--- config.mk ---
export PLATFORM = sky130hd
export DESIGN_NAME = noise_shaped_dither_quantizer_top
export DESIGN_NICKNAME = d
export VERILOG_FILES = /design/src/rtl/nsdq_pkg.sv /design/src/rtl/nsdq_dither.sv /design/src/rtl/nsdq_core.sv /design/src/rtl/noise_shaped_dither_quantizer_top.sv
export SDC_FILE = /design/constraint.sdc
export NUM_CORES = 2
export LEC_CHECK = 0
export ABC_AREA = 1
export BUFFER_PORTS_ARGS = -buffer_cell sky130_fd_sc_hd__buf_4
export CORE_ASPECT_RATIO = 1.25
export CORE_MARGIN = 2
export CORE_UTILIZATION = 40
export CTS_CLUSTER_DIAMETER = 120
export CTS_CLUSTER_SIZE = 40
export DETAILED_ROUTE_END_ITERATION = 8
export GPL_TIMING_DRIVEN = 0
export PLACE_DENSITY_LB_ADDON = 0.08
export REMOVE_ABC_BUFFERS = 1
export SLEW_MARGIN = 20
export SYNTH_ARGS = -nofsm -noshare
export SYNTH_HDL_FRONTEND = slang
export SYNTH_SLANG_ARGS = --single-unit
--- constraint.sdc ---
create_clock -name clk_i -period 36.1 [get_ports clk_i]
set_clock_uncertainty 0.1 [all_clocks]
set_input_delay 7.22 -clock clk_i [delete_from_list [all_inputs] [get_ports clk_i]]
set_output_delay 7.22 -clock clk_i [all_outputs]
set_load 0.01 [all_outputs]
--- src/rtl/nsdq_pkg.sv ---
// Package for the noise-shaped dither quantizer: widths, payload structs,
// output-width decode and the dither generator step. No dependencies.
package nsdq_pkg;

  localparam int FRAC_BITS = 28;
  localparam int ACC_W     = 38;
  localparam int ERR_W     = 34;
  localparam int SB_W      = 5;
  localparam int OB_W      = 5;
  localparam int PEAK_W    = 29;
  localparam int OVER_W    = 33;
  localparam int CNT_W     = 32;
  localparam int PCM_W     = 24;
  localparam int SMP_W     = 32;
  localparam int MAX_BITS  = (FRAC_BITS < 24) ? FRAC_BITS : 24;
  localparam int MIN_BITS  = 8;

  localparam logic signed [ACC_W-1:0] LVL_TOP = (ACC_W'(1) << FRAC_BITS) - ACC_W'(1);
  localparam logic signed [ACC_W-1:0] LVL_BOT = -LVL_TOP - 1;

  localparam logic [31:0] LCG_MUL = 32'h0019_660d;
  localparam logic [31:0] LCG_INC = 32'h3c6e_f35f;

  typedef struct packed {
    logic signed [SMP_W-1:0] sample;
    logic                    frame_start;
  } nsdq_req_t;

  typedef struct packed {
    logic signed [PCM_W-1:0] pcm;
    logic                    clipped;
    logic [CNT_W-1:0]        clip_count;
    logic [PEAK_W-1:0]       peak_level;
    logic [OVER_W-1:0]       peak_overshoot;
  } nsdq_res_t;

  typedef struct packed {
    logic [31:0] cur;
    logic [31:0] rnd;
  } nsdq_dith_t;

  function automatic logic [31:0] lcg_next(input logic [31:0] s);
    lcg_next = s * LCG_MUL + LCG_INC;
  endfunction

  function automatic logic [SB_W-1:0] bits_to_shift(input logic [OB_W-1:0] ob);
    int b;
    b = int'(ob);
    if (b < MIN_BITS) b = MIN_BITS;
    if (b > MAX_BITS) b = MAX_BITS;
    bits_to_shift = SB_W'(FRAC_BITS + 1 - b);
  endfunction

  localparam logic [31:0] LCG_FIRST  = lcg_next(32'd0);
  localparam logic [31:0] LCG_SECOND = lcg_next(LCG_FIRST);

endpackage

--- src/rtl/nsdq_dither.sv ---
// Dither generator: congruential state with one value of lookahead so the
// multiplier stays off the sample path. Depends on nsdq_pkg.
module nsdq_dither import nsdq_pkg::*; (
  input  logic       clk_i,
  input  logic       rst_ni,
  input  logic       advance_i,
  input  logic       clear_i,
  output nsdq_dith_t dith_o
);

  logic [31:0] lcg_q, lcg_d;
  logic [31:0] nxt_q, nxt_d;

  always_comb begin
    if (clear_i) begin
      dith_o.cur = '0;
      dith_o.rnd = LCG_FIRST;
      lcg_d      = LCG_FIRST;
      nxt_d      = LCG_SECOND;
    end else begin
      dith_o.cur = lcg_q;
      dith_o.rnd = nxt_q;
      lcg_d      = nxt_q;
      nxt_d      = lcg_next(nxt_q);
    end
  end

  always_ff @(posedge clk_i or negedge rst_ni) begin
    if (!rst_ni) begin
      lcg_q <= '0;
      nxt_q <= LCG_FIRST;
    end else if (advance_i) begin
      lcg_q <= lcg_d;
      nxt_q <= nxt_d;
    end
  end

endmodule

--- src/rtl/nsdq_core.sv ---
// Quantizer datapath: error feedback, bias, dither, clip, truncate and clip
// statistics, with the error history and statistics registers. Depends on nsdq_pkg.
module nsdq_core import nsdq_pkg::*; (
  input  logic            clk_i,
  input  logic            rst_ni,
  input  logic            advance_i,
  input  nsdq_req_t       req_i,
  input  logic [SB_W-1:0] shift_i,
  input  nsdq_dith_t      dith_i,
  output nsdq_res_t       res_o
);

  logic signed [ERR_W-1:0]  err_now_q, err_prev_q, err_prev2_q;
  logic signed [ERR_W-1:0]  err_now_d, err_prev_d;
  logic [CNT_W-1:0]         clip_total_q, clip_total_d;
  logic [PEAK_W-1:0]        peak_mag_q, peak_mag_d;
  logic [OVER_W-1:0]        peak_over_q, peak_over_d;

  logic                     clr;
  logic signed [ERR_W-1:0]  e0, e1, e2;
  logic [ERR_W-1:0]         e0_adj;
  logic [CNT_W-1:0]         cnt;
  logic [PEAK_W-1:0]        peak;
  logic [OVER_W-1:0]        over;
  logic signed [ACC_W-1:0]  x, x_c, level, lvl_c, dith, q, shifted, err;
  logic signed [ACC_W-1:0]  peak_s, over_s, diff_hi, diff_lo, neg_lvl;
  logic [ACC_W-1:0]         lvl_mask, bias;
  logic [31:0]              mask32;
  logic                     clip;

  assign clr  = req_i.frame_start;
  assign e0   = clr ? '0 : err_now_q;
  assign e1   = clr ? '0 : err_prev_q;
  assign e2   = clr ? '0 : err_prev2_q;
  assign cnt  = clr ? '0 : clip_total_q;
  assign peak = clr ? '0 : peak_mag_q;
  assign over = clr ? '0 : peak_over_q;

  assign lvl_mask = (ACC_W'(1) << shift_i) - ACC_W'(1);
  assign bias     = ACC_W'(1) << (shift_i - SB_W'(1));
  assign mask32   = lvl_mask[31:0];

  assign x = $signed({{(ACC_W-SMP_W){req_i.sample[SMP_W-1]}}, req_i.sample})
           + $signed({{(ACC_W-ERR_W){e0[ERR_W-1]}}, e0})
           - $signed({{(ACC_W-ERR_W){e1[ERR_W-1]}}, e1})
           + $signed({{(ACC_W-ERR_W){e2[ERR_W-1]}}, e2});

  assign dith  = $signed({{(ACC_W-32){1'b0}}, dith_i.rnd & mask32})
               - $signed({{(ACC_W-32){1'b0}}, dith_i.cur & mask32});
  assign level = x + $signed(bias) + dith;

  assign peak_s  = $signed({{(ACC_W-PEAK_W){1'b0}}, peak});
  assign over_s  = $signed({{(ACC_W-OVER_W){1'b0}}, over});
  assign diff_hi = level - LVL_TOP;
  assign diff_lo = LVL_BOT - level;

  always_comb begin
    clip        = 1'b0;
    lvl_c       = level;
    x_c         = x;
    peak_mag_d  = peak;
    peak_over_d = over;
    if (level >= peak_s) begin
      if (level > LVL_TOP) begin
        clip  = 1'b1;
        lvl_c = LVL_TOP;
        if (diff_hi > over_s) peak_over_d = diff_hi[OVER_W-1:0];
        if (x > LVL_TOP) x_c = LVL_TOP;
      end
      peak_mag_d = lvl_c[PEAK_W-1:0];
    end else if (level < -peak_s) begin
      if (level < LVL_BOT) begin
        clip  = 1'b1;
        lvl_c = LVL_BOT;
        if (diff_lo > over_s) peak_over_d = diff_lo[OVER_W-1:0];
        if (x < LVL_BOT) x_c = LVL_BOT;
      end
      peak_mag_d = neg_lvl[PEAK_W-1:0];
    end
  end

  assign neg_lvl = (level < LVL_BOT) ? -LVL_BOT : -level;

  assign q       = $signed(lvl_c & ~lvl_mask);
  assign shifted = q >>> shift_i;
  assign err     = x_c - q;

  assign err_now_d    = err[ERR_W-1:0];
  assign e0_adj       = e0 + {{(ERR_W-1){1'b0}}, e0[ERR_W-1]};
  assign err_prev_d   = {e0_adj[ERR_W-1], e0_adj[ERR_W-1:1]};
  assign clip_total_d = (clip && (cnt != '1)) ? cnt + CNT_W'(1) : cnt;

  assign res_o.pcm            = shifted[PCM_W-1:0];
  assign res_o.clipped        = clip;
  assign res_o.clip_count     = clip_total_d;
  assign res_o.peak_level     = peak_mag_d;
  assign res_o.peak_overshoot = peak_over_d;

  always_ff @(posedge clk_i or negedge rst_ni) begin
    if (!rst_ni) begin
      err_now_q    <= '0;
      err_prev_q   <= '0;
      err_prev2_q  <= '0;
      clip_total_q <= '0;
      peak_mag_q   <= '0;
      peak_over_q  <= '0;
    end else if (advance_i) begin
      err_now_q    <= err_now_d;
      err_prev_q   <= err_prev_d;
      err_prev2_q  <= e1;
      clip_total_q <= clip_total_d;
      peak_mag_q   <= peak_mag_d;
      peak_over_q  <= peak_over_d;
    end
  end

endmodule

--- src/rtl/noise_shaped_dither_quantizer_top.sv ---
// Top level of the noise-shaped dither quantizer: request and result
// registers, output width register. Depends on nsdq_pkg, nsdq_dither, nsdq_core.

// Accepts one sample request per cycle while the result is not stalled and
// returns one result per request: the request is captured in an input register,
// and a single pass of feedback, dither, clip and truncate logic updates the
// error history and clip statistics and loads the result register. The error
// feedback loop closes within that single pass, which sets the rate; the dither
// generator runs one value ahead so its multiplier is not in that loop. A
// stalled result holds the pipe; no start-up pass is needed after reset.
// Write the output width only while no request is in flight.
module noise_shaped_dither_quantizer_top import nsdq_pkg::*; (
  input  logic            clk_i,
  input  logic            rst_ni,
  input  logic            in_valid_i,
  output logic            in_stall_o,
  input  nsdq_req_t       in_req_i,
  output logic            out_valid_o,
  input  logic            out_stall_i,
  output nsdq_res_t       out_res_o,
  input  logic            cfg_we_i,
  input  logic [OB_W-1:0] cfg_wdata_i
);

  logic            req_valid_q;
  nsdq_req_t       req_q;
  logic            res_valid_q;
  nsdq_res_t       res_q;
  nsdq_res_t       res_d;
  logic [SB_W-1:0] shift_q;
  logic            advance;
  logic            accept;
  nsdq_dith_t      dith;

  assign advance    = req_valid_q && (!res_valid_q || !out_stall_i);
  assign in_stall_o = req_valid_q && !advance;
  assign accept     = in_valid_i && !in_stall_o;

  nsdq_dither u_dither (
    .clk_i     (clk_i),
    .rst_ni    (rst_ni),
    .advance_i (advance),
    .clear_i   (req_q.frame_start),
    .dith_o    (dith)
  );

  nsdq_core u_core (
    .clk_i     (clk_i),
    .rst_ni    (rst_ni),
    .advance_i (advance),
    .req_i     (req_q),
    .shift_i   (shift_q),
    .dith_i    (dith),
    .res_o     (res_d)
  );

  always_ff @(posedge clk_i or negedge rst_ni) begin
    if (!rst_ni) begin
      req_valid_q <= 1'b0;
      res_valid_q <= 1'b0;
      shift_q     <= bits_to_shift(OB_W'(16));
    end else begin
      if (accept) begin
        req_valid_q <= 1'b1;
      end else if (advance) begin
        req_valid_q <= 1'b0;
      end
      if (advance) begin
        res_valid_q <= 1'b1;
      end else if (!out_stall_i) begin
        res_valid_q <= 1'b0;
      end
      if (cfg_we_i) begin
        shift_q <= bits_to_shift(cfg_wdata_i);
      end
    end
  end

  always_ff @(posedge clk_i) begin
    if (accept) begin
      req_q <= in_req_i;
    end
    if (advance) begin
      res_q <= res_d;
    end
  end

  assign out_valid_o = res_valid_q;
  assign out_res_o   = res_q;

endmodule

* Yosys cells after proc, flatten, opt, wreduce, memory -nomap -nowiden
Index checks and enable logic that the tools add are counted.
Storage, ports and cells: register bits after elaboration 418, output and inout port bits 121, word-level logic and storage cells 106
Cells by class: add/sub/neg operators 17, $mul 1, $lt $le $gt $ge 10, equality and inequality tests 2, shift-type cells 3, multiplexer cells 41, bitwise logic cells 4, reduce and logical (&&, ||, !) cells 10
Operators with widths (count):
- two-way mux 34 bit | 9
- two-way mux 33 bit | 7
- two-way mux 32 bit | 5
- two-way mux 38 bit | 4
- two-way mux 29 bit | 4
- greater-than comparator 38 x 34 -> 1 bit | 2
- left shift 1 x 5 -> 38 bit, first input constant | 2
- bitwise AND 32 bit | 2
- two-way mux 64 bit | 1
- adder 37 x 38 -> 38 bit | 1
- adder 38 x 33 -> 38 bit | 1
- bitwise AND 38 bit | 1
- >= comparator 38 x 30 -> 1 bit | 1
- greater-than comparator 38 x 29 -> 1 bit, second input constant | 1
- less-than comparator 38 x 29 -> 1 bit, second input constant | 1
- less-than comparator 38 bit | 1
- negation 29 -> 38 bit | 1
- inverter 38 bit | 1
- >>> shifter 38 x 5 -> 24 bit | 1
- subtractor 29 x 38 -> 38 bit, first input constant | 1
- subtractor 38 x 2 -> 38 bit, second input constant | 1
- subtractor 38 x 29 -> 38 bit, second input constant | 1
- adder 36 x 34 -> 37 bit | 1
- greater-than comparator 37 x 29 -> 1 bit, second input constant | 1
- other kinds (22) | 37

* Logic depth before layout (Yosys ltp)
word-level depth 12, gate-level depth with buffers 87

* Hierarchy
From an unflattened synthesis, not the netlist that was laid out.
Second synthesis, totals: cell total of the unflattened synthesis 6600, area total of the unflattened synthesis 47543.1 µm²
Modules (own cells, without submodules):
- nsdq_core | times used 1, cells each 5113, area each 32225.9 µm², sequential area each 4854.7 µm²
- nsdq_dither | times used 1, cells each 1285, area each 10385.0 µm², sequential area each 1627.8 µm²
- noise_shaped_dither_quantizer_top | times used 1, cells each 202, area each 4932.2 µm², sequential area each 4743.3 µm²

* Worst setup path before layout
Ideal clock, no wire load.
path type input to output, from in out_stall_i, to out in_stall_o, arrival 7.476 ns, data required time 28.780 ns, setup slack 21.304 ns, stages on the path 2, buffers on the path 0, cell sequence nand2_1 > nor2_1
On the way: cells in the longest elaborated chain, start to end 5
RTL lines:
- start: declaration | RTL line noise_shaped_dither_quantizer_top.sv:19 | input logic out_stall_i,
- logical NOT 1 bit
- logical OR 1 bit | RTL line noise_shaped_dither_quantizer_top.sv:35 | assign advance = req_valid_q && (!res_valid_q || !out_stall_i);
- logical AND 1 bit | RTL line noise_shaped_dither_quantizer_top.sv:35
- logical NOT 1 bit | RTL line noise_shaped_dither_quantizer_top.sv:36 | assign in_stall_o = req_valid_q && !advance;
- logical AND 1 bit | RTL line noise_shaped_dither_quantizer_top.sv:36
- end: declaration | RTL line noise_shaped_dither_quantizer_top.sv:16 | output logic in_stall_o,
Every way passes these cells.

* Worst setup path in the final report
from reg shift_q[0], to reg u_core.err_now_q[30]
On the way: cells in the longest elaborated chain, start to end 11, elaborated cells between the ends (all ways) 24
RTL lines:
- start: declaration | RTL line noise_shaped_dither_quantizer_top.sv:30 | logic [SB_W-1:0] shift_q;
- start signal: assignment | RTL line noise_shaped_dither_quantizer_top.sv:61 | shift_q <= bits_to_shift(OB_W'(16));
- start signal: assignment | RTL line noise_shaped_dither_quantizer_top.sv:74 | shift_q <= bits_to_shift(cfg_wdata_i);
- left shift 1 x 5 -> 38 bit | RTL line nsdq_core.sv:39 | assign lvl_mask = (ACC_W'(1) << shift_i) - ACC_W'(1);
- subtractor 38 x 2 -> 38 bit | RTL line nsdq_core.sv:39
- bitwise AND 32 bit, on equally long branches | RTL line nsdq_core.sv:48, nsdq_core.sv:49
- subtractor 32 x 32 -> 33 bit | RTL line nsdq_core.sv:49 | - $signed({{(ACC_W-32){1'b0}}, dith_i.cur & mask32});
- adder 38 x 33 -> 38 bit | RTL line nsdq_core.sv:50 | assign level = x + $signed(bias) + dith;
- less-than comparator 38 x 29 -> 1 bit | RTL line nsdq_core.sv:72 | if (level < LVL_BOT) begin
- two-way mux 38 bit | RTL line nsdq_core.sv:72
- two-way mux 38 bit | RTL line nsdq_core.sv:71 | end else if (level < -peak_s) begin
- two-way mux 38 bit | RTL line nsdq_core.sv:63 | if (level >= peak_s) begin
- bitwise AND 38 bit | RTL line nsdq_core.sv:84 | assign q = $signed(lvl_c & ~lvl_mask);
- subtractor 34 bit (*) | RTL line nsdq_core.sv:86 | assign err = x_c - q;
- end signal: assignment | RTL line nsdq_core.sv:108 | err_now_q <= err_now_d;
- end: declaration | RTL line nsdq_core.sv:13 | logic signed [ERR_W-1:0] err_now_q, err_prev_q, err_prev2_q;
Mark *: on every way between the ends. The rest lies on a longest branch, timed or not. A chain may end at the register's enable or synchronous reset.

==> results.txt <==
status: completed
Final setup viols: 0
Syn. warnings: 0
most common cell in the synthesized netlist: nand2_1
most frequent CP cell: nand2_1
R2R Setup Slk: 18340 ps
CTS max path bufs: 3
FP Rows: 138
CTS clk-pin slew, worst paths: 130 ps
IO Count: 164
die area: 116200 µm²
Netlist cell types: 71
critical path's top delay family: simple AND/OR/NAND/NOR gates
Max-Cap Viols: 0
xor/xnor share of the synthesized area: 0.05363
Synth area leader: dfrtp_1
Crit Path Max Fanout: 43
met2 routed WL: 77.71 mm
Final Instance Area: 49160 µm²
initial antenna violation count: 0
gr usage total: 0.2676
initial DRC count: 2885
Total Wirelength: 156.5 mm
Mapped Area: 45400 µm²
Worst Path Arrival: 18190 ps
WL met3: 5.082 mm
Synth top area share: 0.1317
post-route ant nets: 0
Mapped Cells: 6199
post-route DRC violation count: 0
clk_lat worst skew: 680 ps
Resize count post-CTS: 0
Seq cells post-synth: 415
Worst Max-Slew Pin Slew: 1233 ps
Setup TNS: 0 ps
clock sink total: 415
CTS H-tree lvls: 1
compound-cell area share of the yosys netlist: 0.09654
Post-Syn Area per Cell: 7.324 µm²
DRT Pass-1 Iters: 9
Seq/Total Area, Yosys: 0.2462
post-CTS setup buffers: 0
fin crit period: 17760 ps
vias: 40890
synth cell count leaders: 1422 x nand2_1, 952 x inv_1, 601 x nand3_1
Simple-Gate Fraction of Synth Area: 0.2746
Max-slew headroom: 0.1749
Die X: 305.3 µm
layout cell share with drive strength beyond 1: 0.06614
hold path cells: 2
GP Congestion: 0.9851
n_diodes: 0
worst hold endpoint: u_core.peak_over_q[13]
CP max-delay cell: dfstp_2
Max Fclk: 56.31 MHz
metal1 wirelength: 65.37 mm
PortBufs: 163
worst min path class: flop to flop
Initial Utilization: 0.4020
Worst R2R Path Depth: 80
TritonCTS Buffers: 22
CTS root buf: clkbuf_16
Tcrit/Tclk final: 0.4919
top cells by area, synth: dfrtp_1 13%, ha_1 12%, nand2_1 12%
RSZ-0062 raised after global routing: no
post-DP HPWL: 126.0 mm
async set-or-reset flop fraction in the synthesized netlist: 0.6337
main combinational cell family by area after synthesis: simple AND/OR/NAND/NOR gates
ys flop type: dfrtp_1
P&R area growth vs syn: 8.279%
mux contribution to synthesized area: 0
gr ovfl total: 0
Fin. Hold Viols: 0
global-route wire length before repair: 241.6 mm
DR top layer: met4
CTS tree: yes
Setup CP Type: flop to flop
largest net degree at the start of global routing: 124
Cell Area, Placed: 48210 µm²
CP max stage delay: 1240 ps
HP Start: u_core.peak_over_q[13]
Crit. End Element: flop
Final #Nets: 6933
r2r endpoint: u_core.err_now_q[30]
Final Max Tran Viols: 0
DR WL/cell: 20.33 µm
Worst Setup Start Kind: flop
worst path buffer plus inverter count: 9
core footprint: 112900 µm²
Hold Buf Count CTS: 0
Vias/cell: 5.311
required time of the critical path: 36530 ps
vias in the first global route: 40680
EDFF count, synth: 152
post-synthesis adder-cell area fraction: 0.2264
reg2reg start: shift_q[0]
die height: 380.7 µm
worst min-delay path: stages, from the launching register on:
cell	delay, ps
dfrtp_1	350
nand2_1	50
nand2_1	60
cells in the final DEF, fill, tap and decap left out, drive strengths merged, types with 3 or more instances in the layout:
| master | count |
|---|---|
| clkinv | 17 |
| nor3 | 87 |
| nand4 | 123 |
| o211ai | 12 |
| nand2 | 1452 |
| a221oi | 6 |
| ha | 436 |
| dfstp | 24 |
| xor2 | 184 |
| nand3b | 8 |
| clkbuf | 23 |
| o21a | 12 |
| o21ai | 341 |
| fa | 241 |
| a21o | 17 |
| xnor2 | 76 |
| a31oi | 42 |
| or2 | 16 |
| nand3 | 616 |
| a22oi | 3 |
| nor2 | 475 |
| nor3b | 5 |
| o31ai | 8 |
| a211oi | 7 |
| and3 | 3 |
| a21boi | 13 |
| inv | 998 |
| a21oi | 276 |
| dfrtp | 239 |
| o22ai | 28 |
| and2 | 33 |
| o21bai | 22 |
| edfxtp | 152 |
| buf | 187 |
| nor4 | 32 |
registers in the layout (all words and copies together) (netlist names):
| signal | count |
|---|---|
| u_core.err_prev2_q | 33 |
| u_core.err_now_q | 34 |
| u_core.clip_total_q | 32 |
| u_core.peak_over_q | 33 |
| out_res_o | 119 |
| req_valid_q | 1 |
| shift_q | 5 |
| u_core.err_prev_q | 33 |
| out_valid_o | 1 |
| req_q | 33 |
| u_dither.lcg_q | 31 |
| u_core.peak_mag_q | 29 |
| u_dither.nxt_q | 31 |
layout make-up:
class	count	area, µm²
clock inverters	17	392.9
multi-input cells	4589	29610
clock buffers	23	554.3
inverters	998	3765
flip-flops and latches	415	11180
repair buffers	187	1814
fillers	11880	63770
well taps	1470	1839
layer usage:
metal | up-vias | global-route usage
li1 | 20140 | -
met1 | 19580 | 0.3302
met2 | 909 | 0.4764
met3 | 262 | 0.01697
met4 | 0 | 0.1236
met5 | - | 0
stage by stage:
stage	worst slack, ps	instances	hold WS [ps]	utilization
after CTS	18270	7699	394.5	0.4353
after floorplan	17440	6002	348.9	-
final	18340	7699	391.0	0.4353
after global placement	2452	7635	361.7	0.4211
after detailed placement	18380	7659	365.1	0.4269
after global routing	17260	7699	418.3	0.4353
worst max-delay path by stage:
stage	from	end	slack, ps	depth (start not counted)
5_1_grt	shift_q[0]	u_core.err_now_q[30]	17260	80
4_1_cts	shift_q[0]	u_core.err_now_q[30]	18270	80
2_1_floorplan	out_stall_i	u_core.err_prev_q[15]	17440	5
6_report	shift_q[0]	u_core.err_now_q[30]	18340	80
3_3_place_gp	out_stall_i	u_core.err_now_q[29]	2450	6
3_5_place_dp	shift_q[0]	u_core.err_now_q[30]	18380	80
cell families after synthesis:
family / Yosys count
compound gates: 796
xor+xnor: 260
fa+ha+maj: 677
buf+inv: 1195
flops: 415
other cells: 2
simple gates: 2854
Power is not shown: default switching activity piles up to over one toggle a cycle in this logic, so the estimate is an artifact.
